--- src/rtl/cau_pkg.sv ---
// Shared types for the complex arithmetic unit.
// No dependencies; imported by every cau module.
package cau_pkg;

	localparam int DATA_WIDTH_DEF = 16;
	localparam int FRAC_BITS_DEF  = 8;

	typedef enum logic [2:0] {
		MODE_EQ  = 3'd0,
		MODE_ADD = 3'd1,
		MODE_SUB = 3'd2,
		MODE_MUL = 3'd3,
		MODE_DIV = 3'd4
	} mode_t;

	typedef enum logic [1:0] {
		ST_OK   = 2'd0,
		ST_SAT  = 2'd1,
		ST_DIV0 = 2'd2
	} status_t;

	// per-word control carried alongside the divider
	typedef struct packed {
		logic [2:0] mode;
		logic       eq;
		logic       sat;
		logic       neg_re;
		logic       neg_im;
		logic       dz;
	} flags_t;

endpackage

--- src/rtl/cau_divider.sv ---
// Pipelined restoring divider: floor(mag * 2^F / den), one quotient bit per stage.
// First stage flags quotients of 2^W or more. Depends on cau_pkg.
module cau_divider #(
	parameter int W = cau_pkg::DATA_WIDTH_DEF,
	parameter int F = cau_pkg::FRAC_BITS_DEF
) (
	input  logic           clk,
	input  logic           en,
	input  logic [2*W-1:0] mag,
	input  logic [2*W-1:0] den,
	output logic [W-1:0]   quot,
	output logic           ovf
);
	import cau_pkg::*;

	localparam int NW = 2 * W + F;
	localparam int XW = 3 * W + F;

	logic [NW-1:0]  r_s3   [0:W];
	logic [2*W-1:0] den_s3 [0:W];
	logic [W-1:0]   q_s3   [0:W];
	logic           ovf_s3 [0:W];

	always_ff @(posedge clk) begin
		if (en) begin
			r_s3[0]   <= NW'(mag) << F;
			den_s3[0] <= den;
			q_s3[0]   <= '0;
			ovf_s3[0] <= (XW'(mag) << F) >= (XW'(den) << W);
		end
	end

	for (genvar s = 1; s <= W; s++) begin : g_step
		localparam int SH = W - s;
		logic [XW-1:0] dsh;
		logic          take;
		assign dsh  = XW'(den_s3[s-1]) << SH;
		assign take = XW'(r_s3[s-1]) >= dsh;
		always_ff @(posedge clk) begin
			if (en) begin
				r_s3[s]   <= take ? NW'(XW'(r_s3[s-1]) - dsh) : r_s3[s-1];
				den_s3[s] <= den_s3[s-1];
				q_s3[s]   <= q_s3[s-1] | (take ? (W'(1) << SH) : '0);
				ovf_s3[s] <= ovf_s3[s-1];
			end
		end
	end

	assign quot = q_s3[W];
	assign ovf  = ovf_s3[W];

endmodule

--- config.mk ---
export PLATFORM = sky130hd
export DESIGN_NAME = cau_divider
export DESIGN_NICKNAME = d
export VERILOG_FILES = /design/src/rtl/cau_pkg.sv /design/src/rtl/cau_divider.sv
export SDC_FILE = /design/constraint.sdc
export NUM_CORES = 2
export LEC_CHECK = 0
export BUFFER_PORTS_ARGS = -buffer_cell sky130_fd_sc_hd__buf_2
export CORE_MARGIN = 5
export CORE_UTILIZATION = 55
export DETAILED_ROUTE_END_ITERATION = 12
export GPL_ROUTABILITY_DRIVEN = 0
export MAX_ROUTING_LAYER = met4
export PLACE_DENSITY = 0.78
export SETUP_SLACK_MARGIN = 0.15
export SYNTH_ARGS = -nofsm -noshare
export SYNTH_HDL_FRONTEND = slang
export SYNTH_SLANG_ARGS = --single-unit
--- constraint.sdc ---
create_clock -name clk -period 3.3 [get_ports clk]
set_input_delay 0.66 -clock clk [delete_from_list [all_inputs] [get_ports clk]]
set_output_delay 0.66 -clock clk [all_outputs]
set_load 0.01 [all_outputs]
==> metrics.yaml <==
final_layout:
  final_common_cell: "edfxtp_1"
  final_cell_mix: "edfxtp_1 (1205), buf_4 (597), inv_1 (577)"
  final_cells: 8543
  regArea_mm2: 0.0362
  nets: 7401
  fillCellCount: 7649
  drive_gt1_share_pct: 25.6
  multi_input_area_mm2: 0.0316
  n_antenna_cell: 0
  area_growth_pct: 25.6
  final_util_pct: 69.5
synth:
  synth_edf_count: 1205
  avgSynthCellArea_um2: 11.3
  syn_area_mm2: 0.0674
  synth_top_family_by_area: "compound AO/OA/AOI/OAI gates"
  synthMuxAreaShare_pct: 2.89
  synth_warnings: 0
  async_flop_share_pct: 0
  synth_seq_cells: 1205
  ys_types: 83
  synth-xor-area-share_pct: 5.25
  synth_fa_ha_area_share_pct: 9.85
  synth-compound-area-share_pct: 14.7
  syn_inst: 5951
  synth_nets: 6539
  ys_seq_area_share_pct: 53.6
  ys.flop_type: "edfxtp_1"
  synth-simple-area-share_pct: 9.29
place:
  hpwl_um: 102000
  io_buffers: 82
  dp.cells: 8029
  place_ws_ns: -0.499
global_route:
  grt_overflow: 0
  grt_pass1_wl_um: 243000
  grt_max_degree: 143
  grt_pass1_vias: 50811
  antenna_found_initial: 2
  grt_usage_pct: 23.5
critical_path:
  crit_required_ns: 3.79
  crit_path_end_kind: "flop"
  worstPathArrival_ns: 4.15
  path_class: "flop to flop"
  start_kind: "flop"
  critPathMaxFanout: 5
route:
  routed-via-count: 49711
  via_per_inst: 5.82
  wl_per_cell_um: 18.8
  postRouteAntennaNets: 0
  drc_errors: 0
  wirelength_um: 161000
  dr.pass1.iters: 7
  drt_iter0_drc: 3446
power_and_ir_drop:
  irDropWorstVdd_mv: 0.613
  powerDensity_mw_per_mm2: 705
  leakage_nw: 35.7
sta:
  maxSlewViolCount: 0
  holdWs_ns: 0.0938
  final_hold_viol_count: 0
  setup_violations: 234
  finalCriticalPeriod_ns: 3.66
  skew_ns: 0.0170
  fin_crit_sh_pct: 111
  tightestPinTransition_ns: 0.731
  fin_ws_ns: -0.358
  relSlewSlack_pct: 51.3
  grt_setup_unrepaired: "yes"
  max_freq_ghz: 0.273
clock_network:
  clk_latency_ns: 0.75
  cts_max_level: 4
  clockBufferDepth: 3
  cts_buffers: 133
  clock-root-buffer: "clkbuf_16"
  path_clk_slew_ns: 0.06
  cts_num_sinks: 1205
  cts_tree: "built"
status:
  outcome: "finished, violations left"
  violations: "negative setup slack"
die:
  core-area_mm2: 0.122
  initial_utilization_pct: 55.3
  row_count: 128
  dieHeight_um: 360
  die_x_um: 360
  boundaryPins: 83
  die-area_mm2: 0.130
flow_run:
  cap_violations: 0
hold_path:
  hold_path.class: "input pin to flop"
[cell usage after synthesis, types with 10 or more instances]
cell type     n  area, um2
edfxtp_1   1205      36200
inv_1       600       2250
ha_1        507       6340
a21oi_1     486       2430
nand2_1     419       1570
o21ai_0     391       1960
nor2_1      307       1150
a21o_1      300       2250
xnor2_1     232       2030
xor2_1      172       1510
mux2_2      164       1850
clkbuf_1     91        342
nand3_1      89        445
nor2b_1      84        526
nand4_1      76        475
nand2b_1     75        469
o21a_1       67        503
nor3_1       58        290
a31oi_1      47        294
o21bai_1     46        345
and3_1       39        244
o31ai_1      38        285
buf_2        35        175
and2_1       34        213
a211oi_1     33        248
nor4_1       28        175
and4_1       17        149
buf_4        17        128
o31a_1       17        149
o211ai_1     16        120
or3_1        16        100
a21boi_0     15        113
fa_1         15        300
o21ai_1      15       75.1
a311oi_1     12        105
a31o_2       11       96.3
a211o_1      10       87.6
a221oi_1     10       87.6
[timing repair]
item	in CTS	in global routing
gates cloned	32	10
gates resized for setup	609	394
endpoints found under the setup margin	491	484
buffers inserted	147	85
pin swaps	153	156
hold buffers	0	0
[layout make-up]
class / instances / area share, %
Tap cell: 1625 / 2.40
Sequential cell: 1205 / 42.7
Clock inverter: 78 / 1.03
Timing Repair Buffer: 876 / 9.75
Clock buffer: 162 / 4.08
Multi-Input combinational cell: 3996 / 37.4
Inverter: 601 / 2.68
[final timing paths]
kind	startpoint	cells after the start	slack (ns)	endpoint
worst min register to register	q_s3[0][201]$_DFFE_PP_	0	0.41	q_s3[0][217]$_DFFE_PP_
worst max-delay path	r_s3[0][171]$_DFFE_PP_	15	-0.36	r_s3[0][237]$_DFFE_PP_
worst min-delay path	den[21]	1	0.09	den_s3[0][21]$_DFFE_PP_
worst max register to register	r_s3[0][171]$_DFFE_PP_	15	-0.36	r_s3[0][237]$_DFFE_PP_
[power by group]
part | internal (mW) | switching [mW] | total, mW
clock | 8.63 | 6.05 | 14.7
combinational | 11.2 | 12.2 | 23.4
sequential | 20.2 | 1.45 | 21.6
[layer usage]
metal	track usage [%]	wire (um)	vias up
met5	-	0	-
met4	16.0	12600	0
met3	2.99	5910	702
met2	44.3	87300	1673
met1	21.9	54700	23786
li1	-	-	23550
[state kept, by name (all words and copies together) (netlist names)]
signal  flops
r_s3      540
den_s3    512
q_s3      136
ovf_s3     17
[stage by stage]
step	total power, mW	setup TNS, ns	cell area [um2]
final	59.7	-32.49	84700
after floorplan	34.7	0	67700
after global placement	40.0	-39.40	73800
after detailed placement	40.7	-65.07	73800
after global routing	62.7	-55.94	84700
after CTS	57.6	-17.60	82300
[cell families after synthesis]
family                     count (synthesis)
xor gates and xnor gates                 404
adders and majority gates                522
DFF                                     1205
buffers and inverters                    750
muxes                                    174
and+or+nand+nor                         1297
AOI/OAI and AO/OA                       1599
[critical path, cell delays in order, from the launching register on]
cell and delay [ns]:
edfxtp_1 0.40, inv_2 0.09, ha_4 0.14, fa_2 0.22
nor2b_4 0.05, o31a_1 0.27, o31a_1 0.31, nor4_4 0.26
o31ai_4 0.15, a21o_1 0.20, a211o_1 0.27, a21o_1 0.23
a31oi_4 0.27, buf_12 0.20, inv_6 0.04, mux2_4 0.29
Note: power is estimated with default switching activity, not from simulation.
