===== config.mk =====
export PLATFORM = sky130hd
export DESIGN_NAME = cau_prep
export DESIGN_NICKNAME = d
export VERILOG_FILES = /design/src/rtl/cau_pkg.sv /design/src/rtl/cau_prep.sv
export SDC_FILE = /design/constraint.sdc
export NUM_CORES = 1
export LEC_CHECK = 0
export ABC_CLOCK_PERIOD_IN_PS = 3700
export BUFFER_PORTS_ARGS = -buffer_cell sky130_fd_sc_hd__buf_2
export CORE_MARGIN = 2
export CORE_UTILIZATION = 50
export DETAILED_ROUTE_END_ITERATION = 10
export PLACE_DENSITY = 0.79
export SYNTH_ARGS = -nofsm -noshare
export SYNTH_HDL_FRONTEND = slang
export SYNTH_SLANG_ARGS = --single-unit

===== constraint.sdc =====
create_clock -name clk -period 3.7 [get_ports clk]
set_input_delay 0.37 -clock clk [delete_from_list [all_inputs] [get_ports clk]]
set_output_delay 0.37 -clock clk [all_outputs]
set_load 0.05 [all_outputs]

===== src/rtl/cau_pkg.sv =====
// Shared types for the complex arithmetic unit.
// No dependencies; imported by every cau module.
package cau_pkg;

	localparam int DATA_WIDTH_DEF = 16;
	localparam int FRAC_BITS_DEF  = 8;

	typedef enum logic [2:0] {
		MODE_EQ  = 3'd0,
		MODE_ADD = 3'd1,
		MODE_SUB = 3'd2,
		MODE_MUL = 3'd3,
		MODE_DIV = 3'd4
	} mode_t;

	typedef enum logic [1:0] {
		ST_OK   = 2'd0,
		ST_SAT  = 2'd1,
		ST_DIV0 = 2'd2
	} status_t;

	// per-word control carried alongside the divider
	typedef struct packed {
		logic [2:0] mode;
		logic       eq;
		logic       sat;
		logic       neg_re;
		logic       neg_im;
		logic       dz;
	} flags_t;

endpackage


===== src/rtl/cau_prep.sv =====
// Stage 2: saturated add, subtract and product results, divide numerators and divisor.
// Depends on cau_pkg.
module cau_prep #(
	parameter int W = cau_pkg::DATA_WIDTH_DEF,
	parameter int F = cau_pkg::FRAC_BITS_DEF
) (
	input  logic                  clk,
	input  logic                  en,
	input  logic [2:0]            mode_s1,
	input  logic                  eq_s1,
	input  logic signed [W:0]     add_re_s1,
	input  logic signed [W:0]     add_im_s1,
	input  logic signed [W:0]     sub_re_s1,
	input  logic signed [W:0]     sub_im_s1,
	input  logic signed [2*W-1:0] p_rr_s1,
	input  logic signed [2*W-1:0] p_ii_s1,
	input  logic signed [2*W-1:0] p_ir_s1,
	input  logic signed [2*W-1:0] p_ri_s1,
	input  logic signed [2*W-1:0] p_bb_s1,
	input  logic signed [2*W-1:0] p_cc_s1,
	output cau_pkg::flags_t       flg_s2,
	output logic [W-1:0]          re_s2,
	output logic [W-1:0]          im_s2,
	output logic [2*W-1:0]        mag_re_s2,
	output logic [2*W-1:0]        mag_im_s2,
	output logic [2*W-1:0]        den_s2
);
	import cau_pkg::*;

	localparam int PW = 2 * W + 1;

	logic signed [PW-1:0] mr, mi, dr, di, mr_sh, mi_sh;
	logic signed [PW-1:0] dr_neg, di_neg;
	logic [2*W-1:0]       den;
	logic signed [W:0]    sr, si;
	logic [W-1:0]         rr, ri;
	logic                 ovr, ovi;
	logic                 ovr_w, ovi_w;
	logic [W-1:0]         rr_w, ri_w;
	mode_t                md;

	always_comb begin
		md     = mode_t'(mode_s1);
		mr     = PW'(p_rr_s1) - PW'(p_ii_s1);
		mi     = PW'(p_ir_s1) + PW'(p_ri_s1);
		mr_sh  = mr >>> F;
		mi_sh  = mi >>> F;
		dr     = PW'(p_rr_s1) + PW'(p_ii_s1);
		di     = PW'(p_ir_s1) - PW'(p_ri_s1);
		dr_neg = -dr;
		di_neg = -di;
		den    = p_bb_s1[2*W-1:0] + p_cc_s1[2*W-1:0];

		// wide product results
		ovr_w = !((&mr_sh[PW-1:W-1]) || !(|mr_sh[PW-1:W-1]));
		ovi_w = !((&mi_sh[PW-1:W-1]) || !(|mi_sh[PW-1:W-1]));
		rr_w  = ovr_w ? {mr_sh[PW-1], {(W-1){~mr_sh[PW-1]}}} : mr_sh[W-1:0];
		ri_w  = ovi_w ? {mi_sh[PW-1], {(W-1){~mi_sh[PW-1]}}} : mi_sh[W-1:0];

		sr = (md == MODE_SUB) ? sub_re_s1 : add_re_s1;
		si = (md == MODE_SUB) ? sub_im_s1 : add_im_s1;
		unique case (md)
			MODE_ADD, MODE_SUB: begin
				ovr = sr[W] != sr[W-1];
				ovi = si[W] != si[W-1];
				rr  = ovr ? {sr[W], {(W-1){~sr[W]}}} : sr[W-1:0];
				ri  = ovi ? {si[W], {(W-1){~si[W]}}} : si[W-1:0];
			end
			MODE_MUL: begin
				ovr = ovr_w;
				ovi = ovi_w;
				rr  = rr_w;
				ri  = ri_w;
			end
			default: begin
				ovr = 1'b0;
				ovi = 1'b0;
				rr  = '0;
				ri  = '0;
			end
		endcase
	end

	always_ff @(posedge clk) begin
		if (en) begin
			flg_s2.mode   <= mode_s1;
			flg_s2.eq     <= (md == MODE_EQ) && eq_s1;
			flg_s2.sat    <= ovr || ovi;
			flg_s2.neg_re <= dr[PW-1];
			flg_s2.neg_im <= di[PW-1];
			flg_s2.dz     <= (den == '0);
			re_s2         <= rr;
			im_s2         <= ri;
			mag_re_s2     <= dr[PW-1] ? dr_neg[2*W-1:0] : dr[2*W-1:0];
			mag_im_s2     <= di[PW-1] ? di_neg[2*W-1:0] : di[2*W-1:0];
			den_s2        <= den;
		end
	end

endmodule


==> flow_summary.json <==
{
  "rows": 65,
  "setup_viol": 0,
  "p_switching_mw": 3.84,
  "setup_tns_ns": 0,
  "cp_slowest_stage_delay_ns": 0.36,
  "total_power_mw": 8.63,
  "synth_edf_count": 136,
  "relSlewSlack_pct": 45.5,
  "synthSimpleGateAreaFrac_pct": 20.8,
  "antenna_found_initial": 9,
  "synth_nets": 2383,
  "min_path_cells": 2,
  "yosys.area_share.adder_pct": 13.0,
  "design_area_um2": 22600,
  "final_cells": 3188,
  "numCtsBuffers": 17,
  "synth_xor_area_share_pct": 9.81,
  "grt_pass1_wl_mm": 99.0,
  "synth_ff_type": "edfxtp_1",
  "initial_core_util_pct": 50.6,
  "synth_top_area_share_pct": 25.7,
  "placed_cells": 3142,
  "synth_area_leaders": "edfxtp_1 (26%), ha_1 (13%), xnor2_1 (7.2%)",
  "cts_max_level": 4,
  "cp_cell_sequence": "buf_2 > inv_2 > ha_4 > nor2b_1 > o2111a_2 > buf_4 > o311a_4 > nor4b_4 > buf_4 > a21oi_1 > o211ai_1 > nand2_1 > a2111oi_4 > buf_4 > and2_4 > o21ai_4 > clkbuf_16 > o21ai_1",
  "drt_wl_total_mm": 66.0,
  "hold_violations": 0,
  "drc_errors": 0,
  "crit_path_top_delay_cell": "o311a_4",
  "gpl.final_weighted_congestion": 1.03,
  "die_area_um2": 33200,
  "io_pins": 402,
  "synth.distinct_cells": 97,
  "run_status": "complete, no violations",
  "synth_seq_cells": 136,
  "fin_crit_ns": 3.63,
  "area_growth_pct": 42.2,
  "holdWs_ns": 0.216,
  "viasPerCell": 5.94,
  "synth-seq-area-share_pct": 25.7,
  "post-synth-top-area-cell": "edfxtp_1",
  "synth_cells": 1953,
  "fmax_mhz": 276,
  "wl_per_cell_um": 20.7,
  "critPathKind": "primary input to register",
  "ys_warn_count": 0,
  "die_w_um": 182,
  "grt_overflow": 0,
  "cts_tree": "done",
  "switching_share_pct": 44.5,
  "seq_power_share_pct": 24.9,
  "period_share_pct": 98.0,
  "critPathRequiredTime_ns": 3.97,
  "dr.pass1.iters": 5,
  "synth_compound_area_share_pct": 24.9,
  "clk_pin_slew_ns": 0.06,
  "hold_class": "primary input to register",
  "min-delay-start": "p_cc_s1[0]",
  "nets": 3196,
  "ir_drop_v": 0.000337,
  "cap_violations": 0,
  "synth_area_um2": 15900,
  "vias": 18935,
  "cp-end-kind": "register",
  "synthMuxAreaShare_pct": 0.323,
  "core-area_um2": 31400,
  "dp_slack_ns": -0.701,
  "grt_max_degree": 73,
  "detail-route-antenna-nets": 0,
  "fin_util_pct": 72.0,
  "async_reset_ff_share_pct": 0,
  "first_iter_violations": 1670,
  "crit_fanout": 8,
  "num-fill-cells": 2506,
  "avgSynthCellArea_um2": 8.14,
  "startpoint_type": "primary input",
  "die_y_um": 182,
  "synth_top_family_by_area": "compound AO/OA/AOI/OAI gates",
  "min_to": "den_s2[0]",
  "p_clk_share_pct": 19.5,
  "p_int_mw": 4.80,
  "clock_path_buffers": 2,
  "drive_above_1_share_pct": 35.8,
  "cts.sinks": 136,
  "leakagePower_nw": 10.5,
  "fin_ws_ns": 0.0734,
  "hpwlAfterDp_mm": 53.7,
  "cpMostUsedCell": "buf_4",
  "pwr_density_cell_nw_per_um2": 382,
  "pwr-share-comb_pct": 55.6,
  "portBuffers": 401,
  "cts_hold_buffers": 0,
  "crit_arrival_ns": 3.89,
  "grt_pass1_vias": 18662,
  "cts-root-buf": "clkbuf_16",
  "grt.total_usage_pct": 38.0,
  "dpl-instance-area_um2": 21700,
  "finalMaxSlewViolations": 0,
  "tightest_slew_ns": 0.806
}
Yosys cell counts, drive strengths merged (6+ instances only):
| cell | number |
|---|---|
| a211o | 7 |
| a211oi | 24 |
| a21boi | 8 |
| a21o | 41 |
| a21oi | 187 |
| a221o | 16 |
| a311oi | 9 |
| a31oi | 24 |
| and2 | 14 |
| and3 | 13 |
| and4 | 10 |
| buf | 27 |
| clkbuf | 55 |
| edfxtp | 136 |
| ha | 161 |
| inv | 135 |
| nand2 | 174 |
| nand2b | 27 |
| nand3 | 67 |
| nand4 | 27 |
| nand4b | 6 |
| nor2 | 142 |
| nor2b | 28 |
| nor3 | 41 |
| nor3b | 8 |
| nor4 | 42 |
| o211ai | 22 |
| o21a | 19 |
| o21ai | 124 |
| o21bai | 30 |
| o31a | 8 |
| o31ai | 25 |
| o41ai | 6 |
| or2 | 10 |
| or3 | 15 |
| or4 | 10 |
| xnor2 | 131 |
| xor2 | 47 |
cell usage in the layout (no fill, tap or decap), types with 41 or more instances in the layout:
master / Yosys / final
buf_2: 18 / 398
xor2_1: 47 / 47
nor2_1: 142 / 142
a21o_1: 41 / 41
xnor2_1: 131 / 131
nand2_1: 174 / 174
ha_1: 161 / 154
o21ai_0: 102 / 95
edfxtp_1: 136 / 136
a21oi_1: 187 / 185
buf_4: 2 / 466
nand3_1: 67 / 67
inv_1: 134 / 133
power by group through the flow:
stage               combinational, mW  sequential (mW)  clock (mW)
floorplan                        1.84             3.11           0
global placement                 4.55             2.18           0
detailed placement               4.62             2.18           0
CTS                              4.65             2.15        1.68
global route                     5.08             2.17        1.73
finish                           4.80             2.15        1.69
worst max path at each step:
stage                from         to  slack (ns)  depth (start not counted)
6_report       p_ii_s1[1]  re_s2[12]        0.07                         18
5_1_grt        p_cc_s1[1]  flg_s2[0]       -0.07                         14
4_1_cts        p_ri_s1[5]   im_s2[4]        0.02                         17
3_5_place_dp   p_ri_s1[5]  im_s2[14]       -0.70                         14
3_3_place_gp   p_ri_s1[5]   im_s2[1]       -0.51                         14
2_1_floorplan  p_ri_s1[5]  im_s2[10]       0.004                         15
state kept, by name (all words and copies together), names as in the netlist:
name and cells:
mag_re_s2 32, im_s2 16, re_s2 16, den_s2 32, flg_s2 8, mag_im_s2 32
critical path, delay by kind of cell:
family                   cells  cell delay [ns]
AO/OA/AOI/OAI                7             1.62
AND/OR/NAND/NOR              4             0.76
buffers and inverters        6             0.91
adder cells (fa/ha/maj)      1             0.20
cells by family after synthesis:
logic type,Yosys count
fa+ha+maj,164
compound gates,603
buf+inv,219
mux,5
simple gates,648
xor+xnor,178
flops,136
layout make-up:
type | instances | area, um^2 | area share [%]
flip-flops and latches | 136 | 4080 | 18.1
clock inverters | 13 | 108 | 0.476
repair buffers | 876 | 5680 | 25.1
multi-input cells | 1598 | 11300 | 49.8
diodes | 7 | 17.5 | 0.0775
clock buffers | 19 | 433 | 1.92
inverters | 137 | 514 | 2.27
well taps | 402 | 503 | 2.23
layer usage:
| metal | global-route usage, % | wire length [um] | up-vias |
|---|---|---|---|
| met5 | 0 | 25 | - |
| met4 | 20.7 | 3550 | 4 |
| met3 | 5.69 | 4430 | 217 |
| met2 | 65.6 | 31600 | 968 |
| met1 | 45.7 | 26400 | 8914 |
| li1 | - | - | 8832 |
repair_timing:
action                                  CTS  global route
pin swaps                                 0            29
buffers inserted                          0             6
endpoints found under the setup margin   15            66
cloned                                    0             1
gates resized for setup                   2            66
No activity file was read; power rests on OpenSTA's default activity.
